<file path="src/hdl/wnp_pkg.sv">
// Shared types and constants for the winding-number point-in-polygon block.
package wnp_pkg;

    // Width of the running winding count and its saturation limits.
    localparam int COUNT_BITS = 16;
    localparam logic signed [COUNT_BITS-1:0] COUNT_MAX = 16'sh7FFF;
    localparam logic signed [COUNT_BITS-1:0] COUNT_MIN = 16'sh8000;

    // Number of edge words buffered between the front and back parts.
    localparam int QUEUE_DEPTH = 4;

    // Configuration register indexes.
    typedef enum logic [0:0] {
        REG_QUERY_X = 1'b0,
        REG_QUERY_Y = 1'b1
    } cfg_reg_e_t;

    // Classification of one vertex, carried with its edge terms.
    typedef struct packed {
        logic first;   // vertex opens a polygon, no edge is tested
        logic last;    // vertex closes the polygon, a result is due
        logic up;      // edge crosses the query line going up
        logic down;    // edge crosses the query line going down
    } edge_cls_t;

endpackage

</file>
<file path="src/hdl/wnp_queue.sv">
// Small first-in first-out buffer of edge words between the front and back parts.
module wnp_queue
    import wnp_pkg::*;
#(
    parameter int WIDTH = 8,
    parameter int DEPTH = 4
)
(
    input  logic             clk,
    input  logic             rst_n,
    input  logic             push,
    input  logic [WIDTH-1:0] din,
    output logic             full,
    input  logic             pop,
    output logic             not_empty,
    output logic [WIDTH-1:0] dout
);

    localparam int PTR_BITS = (DEPTH > 1) ? $clog2(DEPTH) : 1;
    localparam int CNT_BITS = $clog2(DEPTH + 1);
    localparam logic [PTR_BITS-1:0] LAST_PTR = PTR_BITS'(DEPTH - 1);
    localparam logic [CNT_BITS-1:0] FULL_CNT = CNT_BITS'(DEPTH);

    logic [WIDTH-1:0]    storage_reg [DEPTH];
    logic [PTR_BITS-1:0] head_reg, head_next;
    logic [PTR_BITS-1:0] tail_reg, tail_next;
    logic [CNT_BITS-1:0] fill_reg, fill_next;

    assign full      = (fill_reg == FULL_CNT);
    assign not_empty = (fill_reg != '0);
    assign dout      = storage_reg[head_reg];

    // Pointer and fill count updates, wrapping at the depth.
    always_comb
    begin
        head_next = head_reg;
        tail_next = tail_reg;
        fill_next = fill_reg;
        if (push)
        begin
            tail_next = (tail_reg == LAST_PTR) ? '0 : tail_reg + 1'b1;
        end
        if (pop)
        begin
            head_next = (head_reg == LAST_PTR) ? '0 : head_reg + 1'b1;
        end
        if (push && !pop)
        begin
            fill_next = fill_reg + 1'b1;
        end
        else if (pop && !push)
        begin
            fill_next = fill_reg - 1'b1;
        end
    end

    always_ff @(posedge clk or negedge rst_n)
    begin
        if (!rst_n)
        begin
            head_reg <= '0;
            tail_reg <= '0;
            fill_reg <= '0;
        end
        else
        begin
            head_reg <= head_next;
            tail_reg <= tail_next;
            fill_reg <= fill_next;
        end
    end

    // Entry storage needs no reset.
    always_ff @(posedge clk)
    begin
        if (push)
        begin
            storage_reg[tail_reg] <= din;
        end
    end

endmodule

</file>
<file path="src/hdl/wnp_front.sv">
// Front part: query registers, previous vertex, crossing classification and edge terms.
module wnp_front
    import wnp_pkg::*;
#(
    parameter int COORD_BITS = 24
)
(
    input  logic                         clk,
    input  logic                         rst_n,
    input  logic                         cfg_we,
    input  logic [0:0]                   cfg_index,
    input  logic [COORD_BITS-1:0]        cfg_data,
    input  logic                         in_valid,
    output logic                         in_stall,
    input  logic signed [COORD_BITS-1:0] vertex_x,
    input  logic signed [COORD_BITS-1:0] vertex_y,
    input  logic                         first,
    input  logic                         last,
    input  logic                         q_full,
    output logic                         q_push,
    output edge_cls_t                    cls,
    output logic signed [COORD_BITS:0]   dx,
    output logic signed [COORD_BITS:0]   dyp,
    output logic signed [COORD_BITS:0]   dxp,
    output logic signed [COORD_BITS:0]   dy
);

    localparam int MSB = COORD_BITS - 1;

    logic signed [COORD_BITS-1:0] query_x_reg;
    logic signed [COORD_BITS-1:0] query_y_reg;
    logic signed [COORD_BITS-1:0] prev_x_reg;
    logic signed [COORD_BITS-1:0] prev_y_reg;
    logic                         accept;

    // A word is taken whenever the queue has room.
    assign in_stall = q_full;
    assign accept   = in_valid && !q_full;
    assign q_push   = accept;

    // Configuration writes.
    always_ff @(posedge clk or negedge rst_n)
    begin
        if (!rst_n)
        begin
            query_x_reg <= '0;
            query_y_reg <= '0;
        end
        else if (cfg_we)
        begin
            unique case (cfg_reg_e_t'(cfg_index))
                REG_QUERY_X: query_x_reg <= cfg_data;
                REG_QUERY_Y: query_y_reg <= cfg_data;
                default:     query_x_reg <= query_x_reg;
            endcase
        end
    end

    // Previous vertex, kept across polygons.
    always_ff @(posedge clk or negedge rst_n)
    begin
        if (!rst_n)
        begin
            prev_x_reg <= '0;
            prev_y_reg <= '0;
        end
        else if (accept)
        begin
            prev_x_reg <= vertex_x;
            prev_y_reg <= vertex_y;
        end
    end

    // Classify the edge from the previous vertex against the query line.
    always_comb
    begin
        cls.first = first;
        cls.last  = last;
        cls.up    = !first && (prev_y_reg <= query_y_reg) && (vertex_y > query_y_reg);
        cls.down  = !first && (prev_y_reg > query_y_reg) && (vertex_y <= query_y_reg);
    end

    // Differences for the side test, one bit wider than the coordinates.
    assign dx  = $signed({vertex_x[MSB], vertex_x}) - $signed({prev_x_reg[MSB], prev_x_reg});
    assign dyp = $signed({query_y_reg[MSB], query_y_reg})
               - $signed({prev_y_reg[MSB], prev_y_reg});
    assign dxp = $signed({query_x_reg[MSB], query_x_reg})
               - $signed({prev_x_reg[MSB], prev_x_reg});
    assign dy  = $signed({vertex_y[MSB], vertex_y}) - $signed({prev_y_reg[MSB], prev_y_reg});

endmodule

</file>
<file path="src/hdl/wnp_back.sv">
// Back part: side-test products, winding count update and the result register.
module wnp_back
    import wnp_pkg::*;
#(
    parameter int COORD_BITS = 24
)
(
    input  logic                           clk,
    input  logic                           rst_n,
    input  logic                           q_not_empty,
    output logic                           q_pop,
    input  edge_cls_t                      cls,
    input  logic signed [COORD_BITS:0]     dx,
    input  logic signed [COORD_BITS:0]     dyp,
    input  logic signed [COORD_BITS:0]     dxp,
    input  logic signed [COORD_BITS:0]     dy,
    output logic                           out_valid,
    input  logic                           out_stall,
    output logic signed [COUNT_BITS-1:0]   winding,
    output logic                           inside_res,
    output logic                           saturated
);

    localparam int PROD_BITS = 2 * (COORD_BITS + 1);
    localparam int SIDE_BITS = PROD_BITS + 1;

    logic                         advance;
    logic                         s1_valid_reg;
    edge_cls_t                    s1_cls_reg;
    logic signed [PROD_BITS-1:0]  s1_p1_reg;
    logic signed [PROD_BITS-1:0]  s1_p2_reg;
    logic signed [SIDE_BITS-1:0]  side;
    logic                         side_pos;
    logic                         side_neg;
    logic signed [COUNT_BITS-1:0] count_reg, count_next;
    logic                         sat_reg, sat_next;
    logic                         out_valid_reg;
    logic signed [COUNT_BITS-1:0] winding_reg;
    logic                         inside_reg;
    logic                         saturated_reg;

    // The pipeline moves unless a finished result is held by the receiver.
    assign advance = !(out_valid_reg && out_stall);
    assign q_pop   = q_not_empty && advance;

    always_ff @(posedge clk or negedge rst_n)
    begin
        if (!rst_n)
        begin
            s1_valid_reg <= 1'b0;
        end
        else if (advance)
        begin
            s1_valid_reg <= q_not_empty;
        end
    end

    // Stage one: the two cross-product terms.
    always_ff @(posedge clk)
    begin
        if (advance)
        begin
            s1_cls_reg <= cls;
            s1_p1_reg  <= dx * dyp;
            s1_p2_reg  <= dxp * dy;
        end
    end

    // Stage two: sign of the side test and the saturating count step.
    assign side     = SIDE_BITS'(s1_p1_reg) - SIDE_BITS'(s1_p2_reg);
    assign side_neg = side[SIDE_BITS-1];
    assign side_pos = !side_neg && (side != '0);

    always_comb
    begin
        count_next = count_reg;
        sat_next   = sat_reg;
        if (s1_cls_reg.first)
        begin
            count_next = '0;
            sat_next   = 1'b0;
        end
        else if (s1_cls_reg.up && side_pos)
        begin
            if (count_reg != COUNT_MAX)
            begin
                count_next = count_reg + 16'sd1;
            end
            else
            begin
                sat_next = 1'b1;
            end
        end
        else if (s1_cls_reg.down && side_neg)
        begin
            if (count_reg != COUNT_MIN)
            begin
                count_next = count_reg - 16'sd1;
            end
            else
            begin
                sat_next = 1'b1;
            end
        end
    end

    // Count state clears after a closing vertex.
    always_ff @(posedge clk or negedge rst_n)
    begin
        if (!rst_n)
        begin
            count_reg     <= '0;
            sat_reg       <= 1'b0;
            out_valid_reg <= 1'b0;
        end
        else if (advance)
        begin
            out_valid_reg <= s1_valid_reg && s1_cls_reg.last;
            if (s1_valid_reg)
            begin
                if (s1_cls_reg.last)
                begin
                    count_reg <= '0;
                    sat_reg   <= 1'b0;
                end
                else
                begin
                    count_reg <= count_next;
                    sat_reg   <= sat_next;
                end
            end
        end
    end

    // Result word register.
    always_ff @(posedge clk)
    begin
        if (advance && s1_valid_reg && s1_cls_reg.last)
        begin
            winding_reg   <= count_next;
            inside_reg    <= (count_next != '0);
            saturated_reg <= sat_next;
        end
    end

    assign out_valid  = out_valid_reg;
    assign winding    = winding_reg;
    assign inside_res = inside_reg;
    assign saturated  = saturated_reg;

endmodule

</file>
<file path="src/hdl/winding_number_point_in_polygon.sv">
// Top level of the winding-number point-in-polygon block.
//
//   channel  direction  handshake             word
//   vertex   in         in_valid / in_stall   vertex_x, vertex_y, first, last
//   result   out        out_valid / out_stall winding, inside_res, saturated
//   config   in         cfg_we                cfg_index, cfg_data
//
// One vertex word is taken every cycle while the four-entry edge queue has room.
// A result word follows the edge that takes its closing vertex through the queue
// storage and the product stage, then the count stage registers it. The sustained
// rate is one vertex per cycle while no result is held by out_stall, set by the
// single count update per cycle in the back part. Reset clears the query point,
// the previous vertex and the count. A stalled result halts only the back part;
// the front keeps taking vertices until the queue fills.
module winding_number_point_in_polygon
    import wnp_pkg::*;
#(
    parameter int COORD_BITS = 24
)
(
    input  logic                           clk,
    input  logic                           rst_n,
    input  logic                           cfg_we,
    input  logic [0:0]                     cfg_index,
    input  logic [COORD_BITS-1:0]          cfg_data,
    input  logic                           in_valid,
    output logic                           in_stall,
    input  logic signed [COORD_BITS-1:0]   vertex_x,
    input  logic signed [COORD_BITS-1:0]   vertex_y,
    input  logic                           first,
    input  logic                           last,
    output logic                           out_valid,
    input  logic                           out_stall,
    output logic signed [COUNT_BITS-1:0]   winding,
    output logic                           inside_res,
    output logic                           saturated
);

    localparam int DW = COORD_BITS + 1;
    localparam int CW = $bits(edge_cls_t);
    localparam int QW = CW + 4 * DW;

    edge_cls_t              f_cls;
    edge_cls_t              b_cls;
    logic signed [DW-1:0]   f_dx, f_dyp, f_dxp, f_dy;
    logic [QW-1:0]          q_din;
    logic [QW-1:0]          q_dout;
    logic                   q_push;
    logic                   q_pop;
    logic                   q_full;
    logic                   q_not_empty;

    wnp_front #(
        .COORD_BITS (COORD_BITS)
    ) u_front (
        .clk       (clk),
        .rst_n     (rst_n),
        .cfg_we    (cfg_we),
        .cfg_index (cfg_index),
        .cfg_data  (cfg_data),
        .in_valid  (in_valid),
        .in_stall  (in_stall),
        .vertex_x  (vertex_x),
        .vertex_y  (vertex_y),
        .first     (first),
        .last      (last),
        .q_full    (q_full),
        .q_push    (q_push),
        .cls       (f_cls),
        .dx        (f_dx),
        .dyp       (f_dyp),
        .dxp       (f_dxp),
        .dy        (f_dy)
    );

    // Pack the classified edge into one queue word.
    assign q_din = {f_cls, f_dx, f_dyp, f_dxp, f_dy};

    wnp_queue #(
        .WIDTH (QW),
        .DEPTH (QUEUE_DEPTH)
    ) u_queue (
        .clk       (clk),
        .rst_n     (rst_n),
        .push      (q_push),
        .din       (q_din),
        .full      (q_full),
        .pop       (q_pop),
        .not_empty (q_not_empty),
        .dout      (q_dout)
    );

    assign b_cls = edge_cls_t'(q_dout[QW-1 -: CW]);

    wnp_back #(
        .COORD_BITS (COORD_BITS)
    ) u_back (
        .clk         (clk),
        .rst_n       (rst_n),
        .q_not_empty (q_not_empty),
        .q_pop       (q_pop),
        .cls         (b_cls),
        .dx          ($signed(q_dout[4*DW-1 -: DW])),
        .dyp         ($signed(q_dout[3*DW-1 -: DW])),
        .dxp         ($signed(q_dout[2*DW-1 -: DW])),
        .dy          ($signed(q_dout[DW-1 -: DW])),
        .out_valid   (out_valid),
        .out_stall   (out_stall),
        .winding     (winding),
        .inside_res  (inside_res),
        .saturated   (saturated)
    );

endmodule
</file>
<file path="config.mk">
export PLATFORM = sky130hd
export DESIGN_NAME = winding_number_point_in_polygon
export DESIGN_NICKNAME = d
export VERILOG_FILES = /design/src/hdl/wnp_pkg.sv /design/src/hdl/wnp_queue.sv /design/src/hdl/wnp_front.sv /design/src/hdl/wnp_back.sv /design/src/hdl/winding_number_point_in_polygon.sv
export SDC_FILE = /design/constraint.sdc
export NUM_CORES = 2
export LEC_CHECK = 0
export ABC_AREA = 1
export ABC_CLOCK_PERIOD_IN_PS = 7700
export BUFFER_PORTS_ARGS = -buffer_cell sky130_fd_sc_hd__buf_2
export CAP_MARGIN = 20
export CORE_ASPECT_RATIO = 0.7
export CORE_MARGIN = 2
export CORE_UTILIZATION = 30
export DETAILED_ROUTE_END_ITERATION = 8
export PLACE_DENSITY = 0.56
export SYNTH_ARGS = -nofsm -noshare
export SYNTH_HDL_FRONTEND = slang
export SYNTH_SLANG_ARGS = --single-unit
</file>
<file path="constraint.sdc">
create_clock -name clk -period 7.7 [get_ports clk]
set_clock_uncertainty 0.2 [all_clocks]
set_input_delay 0.77 -clock clk [delete_from_list [all_inputs] [get_ports clk]]
set_output_delay 0.77 -clock clk [all_outputs]
set_load 0.005 [all_outputs]
</file>
# Yosys cells after proc, flatten, opt, wreduce, memory -nomap -nowiden
# Memory sizes are Yosys's and may differ from the RTL's.
# Cells that the tools add are included.
[word_totals]
register_bits = 244
ramBits = 416
inputBits = 80
output_inout_bits = 20
wordCells = 91
memories = 1
[op_classes]
add_sub_neg = 11
mul = 2
n_lt_le_gt_ge = 4
n_eq_ne = 5
n_mux = 18
bitwise_logic = 2
n_reduce_logical = 28
[memory_table]
columns = ["memory", "depth", "width", "rd", "rd_clocked_by_memory_dff", "wr", "line", "source"]
rows = [
  ["u_queue.storage_reg", 4, 104, 1, 0, 1, "wnp_queue.sv:24", "logic [WIDTH-1:0] storage_reg [DEPTH];"],
]
[ops]
columns = ["cell", "count"]
rows = [
  ["25-bit by 25-bit multiplier with 50-bit output", 2],
  ["24-bit by 24-bit subtractor with 25-bit output", 4],
  ["16-bit 2-to-1 mux", 6],
  ["51-bit nonzero test", 1],
  ["50-bit by 50-bit subtractor with 51-bit output", 1],
  ["24-bit > comparator", 2],
  ["24-bit <= comparator", 2],
  ["16-bit inequality test (second input constant)", 2],
  ["16-bit by 2-bit adder with 16-bit output (second input constant)", 1],
  ["16-bit nonzero test", 1],
  ["16-bit by 2-bit subtractor with 16-bit output (second input constant)", 1],
  ["1-bit logical AND", 15],
  ["1-bit 2-to-1 mux", 8],
  ["1-bit logical NOT", 6],
  ["3-bit 2-to-1 mux", 2],
  ["2-bit AND reduction", 3],
  ["2-bit by 1-bit adder with 2-bit output (second input constant)", 2],
  ["2-bit equality test (second input constant)", 2],
  ["2-bit 2-to-1 mux", 2],
  ["3-bit by 1-bit adder with 3-bit output (second input constant)", 1],
  ["3-bit equality test (second input constant)", 1],
  ["3-bit nonzero test", 1],
  ["3-bit by 1-bit subtractor with 3-bit output (second input constant)", 1],
  ["1-bit inverter", 2],
  ["2-bit nonzero test", 1],
]

# Depth between registers and ports, before layout
[logic_depth]
depth_word = 7
mapped_depth = 37
depth_no_buf = 33

# Hierarchy
# Synthesis repeated with hierarchy kept, for this count alone.
[unflattened]
hier_cells = 10009
hier_area_um2 = 84587.4
[modules_own_cells]
columns = ["mod", "instances", "cells_each", "area_each_um2"]
rows = [
  ["wnp_back", 1, 7255, 57086.0],
  ["wnp_queue", 1, 1267, 17410.4],
  ["wnp_front", 1, 1487, 10090.9],
]

# Least setup slack after synthesis
# OpenSTA, ideal clock, no wires.
[synth_path]
kind = "register to register"
startpoint = "register u_queue.head_reg[0]"
endpoint = "register u_back.s1_p2_reg[49] (data pin)"
arrival_ns = 7.711
t_required_ns = 7.238
path_slack_ns = -0.473
stages_incl_launch_ff = 34
path_buffers = 3
period_less_slack_ns = 8.173
cell_sequence = "dfrtp_1 -> inv_1 -> clkbuf_1 -> clkbuf_1 -> buf_1 -> nand2_1 -> a32oi_1 -> clkinv_1 -> nor2_1 -> fa_1 -> fa_1 -> inv_1 -> fa_1 -> fa_1 -> inv_1 -> fa_1 -> fa_1 -> inv_1 -> fa_1 -> inv_1 -> ha_1 -> nand2_1 -> nor2_1 -> inv_1 -> nor3_1 -> nor3b_1 -> a21oi_1 -> o21ai_0 -> nand2_1 -> nand2_1 -> nand3_1 -> o211ai_1 -> a21oi_1 -> xor2_1"
[synth_between]
elab_chain_cells = 2
[synth_rtl]
columns = ["item", "line", "source"]
rows = [
  ["start: declaration", "wnp_queue.sv:25", "logic [PTR_BITS-1:0] head_reg, head_next;"],
  ["start signal: assignment", "wnp_queue.sv:67", "head_reg <= head_next;"],
  ["memory 4 x 104 bit", "n/a", ""],
  ["25-bit by 25-bit multiplier with 50-bit output", "wnp_back.sv:65", "s1_p2_reg <= dxp * dy;"],
  ["end signal: assignment", "wnp_back.sv:65", ""],
  ["end: declaration", "wnp_back.sv:31", "logic signed [PROD_BITS-1:0] s1_p2_reg;"],
]
# Every way passes these cells.
# A chain may end at the register's enable or synchronous reset.

# Worst setup path after layout
[layout_path]
startpoint = "register u_queue.head_reg[0]"
endpoint = "register u_back.s1_p2_reg[37] (data pin)"
# The elaborated chain is that of the path after synthesis.

==> metrics.txt <==
# TYPE chip_impl_metric gauge
chip_impl_metric{name="number_of_design_rule_violations_left_after_detail_routing",unit=""} 0
chip_impl_metric{name="placement.io_buffers",unit=""} 99
chip_impl_info{name="unrepaired_setup_endpoints_after_global_routing",value="true"} 1
chip_impl_metric{name="fmaxAchievable",unit="MHz"} 125
chip_impl_metric{name="worst-path-max-fanout",unit=""} 13
chip_impl_metric{name="number_of_global_route_vias_before_repair",unit=""} 64700
chip_impl_metric{name="worstPathRequired",unit="ns"} 7.91
chip_impl_metric{name="start_util",unit="%"} 30.2
chip_impl_metric{name="syn-instance-count",unit=""} 8784
chip_impl_info{name="result_of_the_run",value="finished with violations"} 1
chip_impl_metric{name="grt_overflow",unit=""} 0
chip_impl_info{name="critical-path-top-delay-family",value="adder cells"} 1
chip_impl_metric{name="synth.lib_cells_used.distinct",unit=""} 56
chip_impl_metric{name="worstPathBufferInverterCount",unit=""} 13
chip_impl_metric{name="detailedRoute.firstPassIterationCount",unit=""} 6
chip_impl_info{name="crit_path_end_kind",value="flop"} 1
chip_impl_metric{name="register_to_register_setup_slack",unit="ns"} -0.32
chip_impl_metric{name="largest_register_ffs",unit=""} 416
chip_impl_metric{name="holdWs",unit="ns"} 0.127
chip_impl_metric{name="clkSlewWorstSetupHoldPaths",unit="ns"} 0.06
chip_impl_metric{name="num_vias",unit=""} 63100
chip_impl_info{name="cpMaxStageDelayCell",value="sky130_fd_sc_hd__dfrtp_4"} 1
chip_impl_metric{name="timing_worst_slew_pin_value",unit="ns"} 1.05
chip_impl_metric{name="dpl-instance-area",unit="mm²"} 0.0912
chip_impl_metric{name="finalMaxSlewViolations",unit=""} 0
chip_impl_metric{name="yosysSeqAreaShare",unit="%"} 24.4
chip_impl_metric{name="drt-initial-drc-count",unit=""} 5587
chip_impl_metric{name="antenna_left",unit=""} 0
chip_impl_info{name="crit_top_cell",value="sky130_fd_sc_hd__buf_4"} 1
chip_impl_metric{name="timing.max_cap.violations",unit=""} 0
chip_impl_metric{name="syn_avg_cell_area",unit="µm²"} 8.98
chip_impl_metric{name="syn-cell-area",unit="mm²"} 0.0789
chip_impl_metric{name="coreArea",unit="mm²"} 0.261
chip_impl_metric{name="syn2layout_area_growth",unit="%"} 23.4
chip_impl_metric{name="final.period_utilization",unit="%"} 104
chip_impl_metric{name="ctsLongestPathBuffers",unit=""} 3
chip_impl_metric{name="rows",unit=""} 157
chip_impl_metric{name="vias_per_cell",unit=""} 4.74
chip_impl_metric{name="worst_path_largest_cell_delay",unit="ns"} 0.57
chip_impl_info{name="clk_root_buffer_cell",value="sky130_fd_sc_hd__clkbuf_16"} 1
chip_impl_metric{name="design.final.nets",unit=""} 11600
chip_impl_metric{name="tritoncts.num_buffers",unit=""} 68
chip_impl_info{name="cts_tree",value="built"} 1
chip_impl_metric{name="synth_async_sr_flop_share",unit="%"} 18.5
chip_impl_metric{name="synthesis.nets",unit=""} 10600
chip_impl_info{name="worst_hold_path_type",value="in -> reg"} 1
chip_impl_metric{name="gp_congestion",unit=""} 0.984
chip_impl_metric{name="post-route-min-period",unit="ns"} 8.02
chip_impl_metric{name="setup_viol_count_final",unit=""} 38
chip_impl_metric{name="antenna_found_initial",unit=""} 11
chip_impl_metric{name="grtUsageTotal",unit="%"} 20.3
chip_impl_info{name="critical_path_start_type",value="flop"} 1
chip_impl_info{name="synth-main-ff-cell",value="sky130_fd_sc_hd__edfxtp_1"} 1
chip_impl_metric{name="detailedPlace.worstSlack",unit="ns"} -0.697
chip_impl_metric{name="yosysWarnings",unit=""} 0
chip_impl_metric{name="setup_slack",unit="ns"} -0.324
chip_impl_info{name="violations",value="setup timing"} 1
chip_impl_metric{name="fraction_of_layout_cells_with_a_size_suffix_above_1",unit="%"} 18.7
chip_impl_metric{name="io_pins",unit=""} 100
chip_impl_metric{name="pin_count_of_the_biggest_net_entering_global_routing",unit=""} 98
chip_impl_metric{name="max-slew-margin-rel",unit="%"} 29.7
chip_impl_info{name="timing.setup.critical_path_class",value="reg -> reg"} 1
chip_impl_metric{name="drt-total-wl",unit="mm"} 274
chip_impl_metric{name="synth_seq_cells",unit=""} 660
chip_impl_metric{name="timing.critical_path.arrival",unit="ns"} 8.23
chip_impl_metric{name="clk-insertion-delay-late",unit="ns"} 0.67
chip_impl_metric{name="fp.dieH",unit="µm"} 433
chip_impl_metric{name="grt_first_pass_wirelength",unit="mm"} 408
chip_impl_metric{name="timing.final.hold_violations",unit=""} 0
chip_impl_metric{name="h_tree_lvl_count",unit=""} 3
chip_impl_metric{name="synth-edff-count",unit=""} 538
chip_impl_metric{name="detail_route.wl_per_cell",unit="µm"} 20.6
chip_impl_metric{name="die_w",unit="µm"} 617
chip_impl_metric{name="die-area",unit="mm²"} 0.267
chip_impl_metric{name="numClockSinks",unit=""} 660
chip_impl_metric{name="place_hpwl",unit="mm"} 229
chip_impl_metric{name="final_area",unit="mm²"} 0.0974
==> cells in the final DEF, fill, tap and decap left out, types with 148 or more instances in the layout <==
cell type                  Yosys  layout
sky130_fd_sc_hd__xor2_1      155     148
sky130_fd_sc_hd__nand2_1    1771    1747
sky130_fd_sc_hd__o21ai_0     231     213
sky130_fd_sc_hd__inv_1      1936    1887
sky130_fd_sc_hd__a21oi_1     369     313
sky130_fd_sc_hd__fa_1       1322    1255
sky130_fd_sc_hd__buf_4         0     894
sky130_fd_sc_hd__edfxtp_1    538     538
sky130_fd_sc_hd__nor2_1      914     775
sky130_fd_sc_hd__ha_1        462     426
==> cell usage after synthesis (all sizes together), types with 11 or more instances <==
cell	instances	area share [%]
o22ai	20	0.16
nand3	159	1.1
fa	1322	34
edfxtp	538	20
xnor2	80	0.89
nor4	11	0.087
clkbuf	252	1.2
o21a	16	0.15
a21oi	373	2.4
nor2	933	4.5
nor3	37	0.24
inv	1951	9.3
nand2	1783	8.5
ha	462	7.3
xor2	155	1.7
dfrtp	122	3.9
o21ai	253	1.6
clkinv	22	0.10
a32oi	98	1.1
o21bai	15	0.14
nand4	36	0.30
a31oi	41	0.33
buf	28	0.15
==> logic make-up after synthesis <==
group,Yosys count,share of synthesized area [%]
compound gates,877,6.48
buf+inv,2253,10.7
flops,660,24.4
xor+xnor,235,2.61
fa+ha+maj,1784,40.9
simple gates,2975,14.9
==> path summary, 6_finish.rpt <==
path                                         start                          end  cells past startpoint
setup / recovery               u_queue.head_reg[0]         u_back.s1_p2_reg[37]                     34
max in group asynchronous                    rst_n          u_queue.head_reg[0]                      4
hold / removal                                last  u_queue.storage_reg[3][102]                      1
min in group asynchronous                    rst_n       u_front.prev_x_reg[21]                      2
hold reg to reg            u_front.query_x_reg[18]      u_front.query_x_reg[18]                      2
setup reg to reg               u_queue.head_reg[0]         u_back.s1_p2_reg[37]                     34
==> layer usage <==
layer  track usage, %  vias up  wire (µm)
met5                0        -         12
met2             28.6     2401     109000
met1             31.1    31700     132000
met3             5.88      239      29300
met4             2.83        2       4410
li1                 -    28800          -
==> final cells by class <==
type,count,area (µm²)
fill,26200,164000
multi-input combinational,5871,53300
sequential,660,19200
timing repair buffer,1179,10600
inverter,1973,7520
tap,3498,4380
clock buffer,85,1790
clock inverter,40,522
timing repair inverter,1,8.76
antenna,3,7.51
==> repair_timing <==
item,in CTS,in global routing
endpoints found under the hold margin,47,0
buffers inserted,13,74
pin swaps,1,142
cloned,6,14
setup endpoints to repair,57,64
hold buffers,1,0
resized for setup,94,523
==> stage by stage <==
step / setup TNS [ns] / utilization (%) / cells
floorplan: 0 / - / 8784
global placement: -18.81 / 34.9 / 13100
detailed placement: -21.75 / 34.9 / 13100
CTS: -10.25 / 36.0 / 13200
global route: -16.90 / 37.2 / 13300
finish: -4.43 / 37.2 / 13300
Power is not shown: default switching activity piles up to over one toggle a cycle in this logic, so the estimate is an artifact.
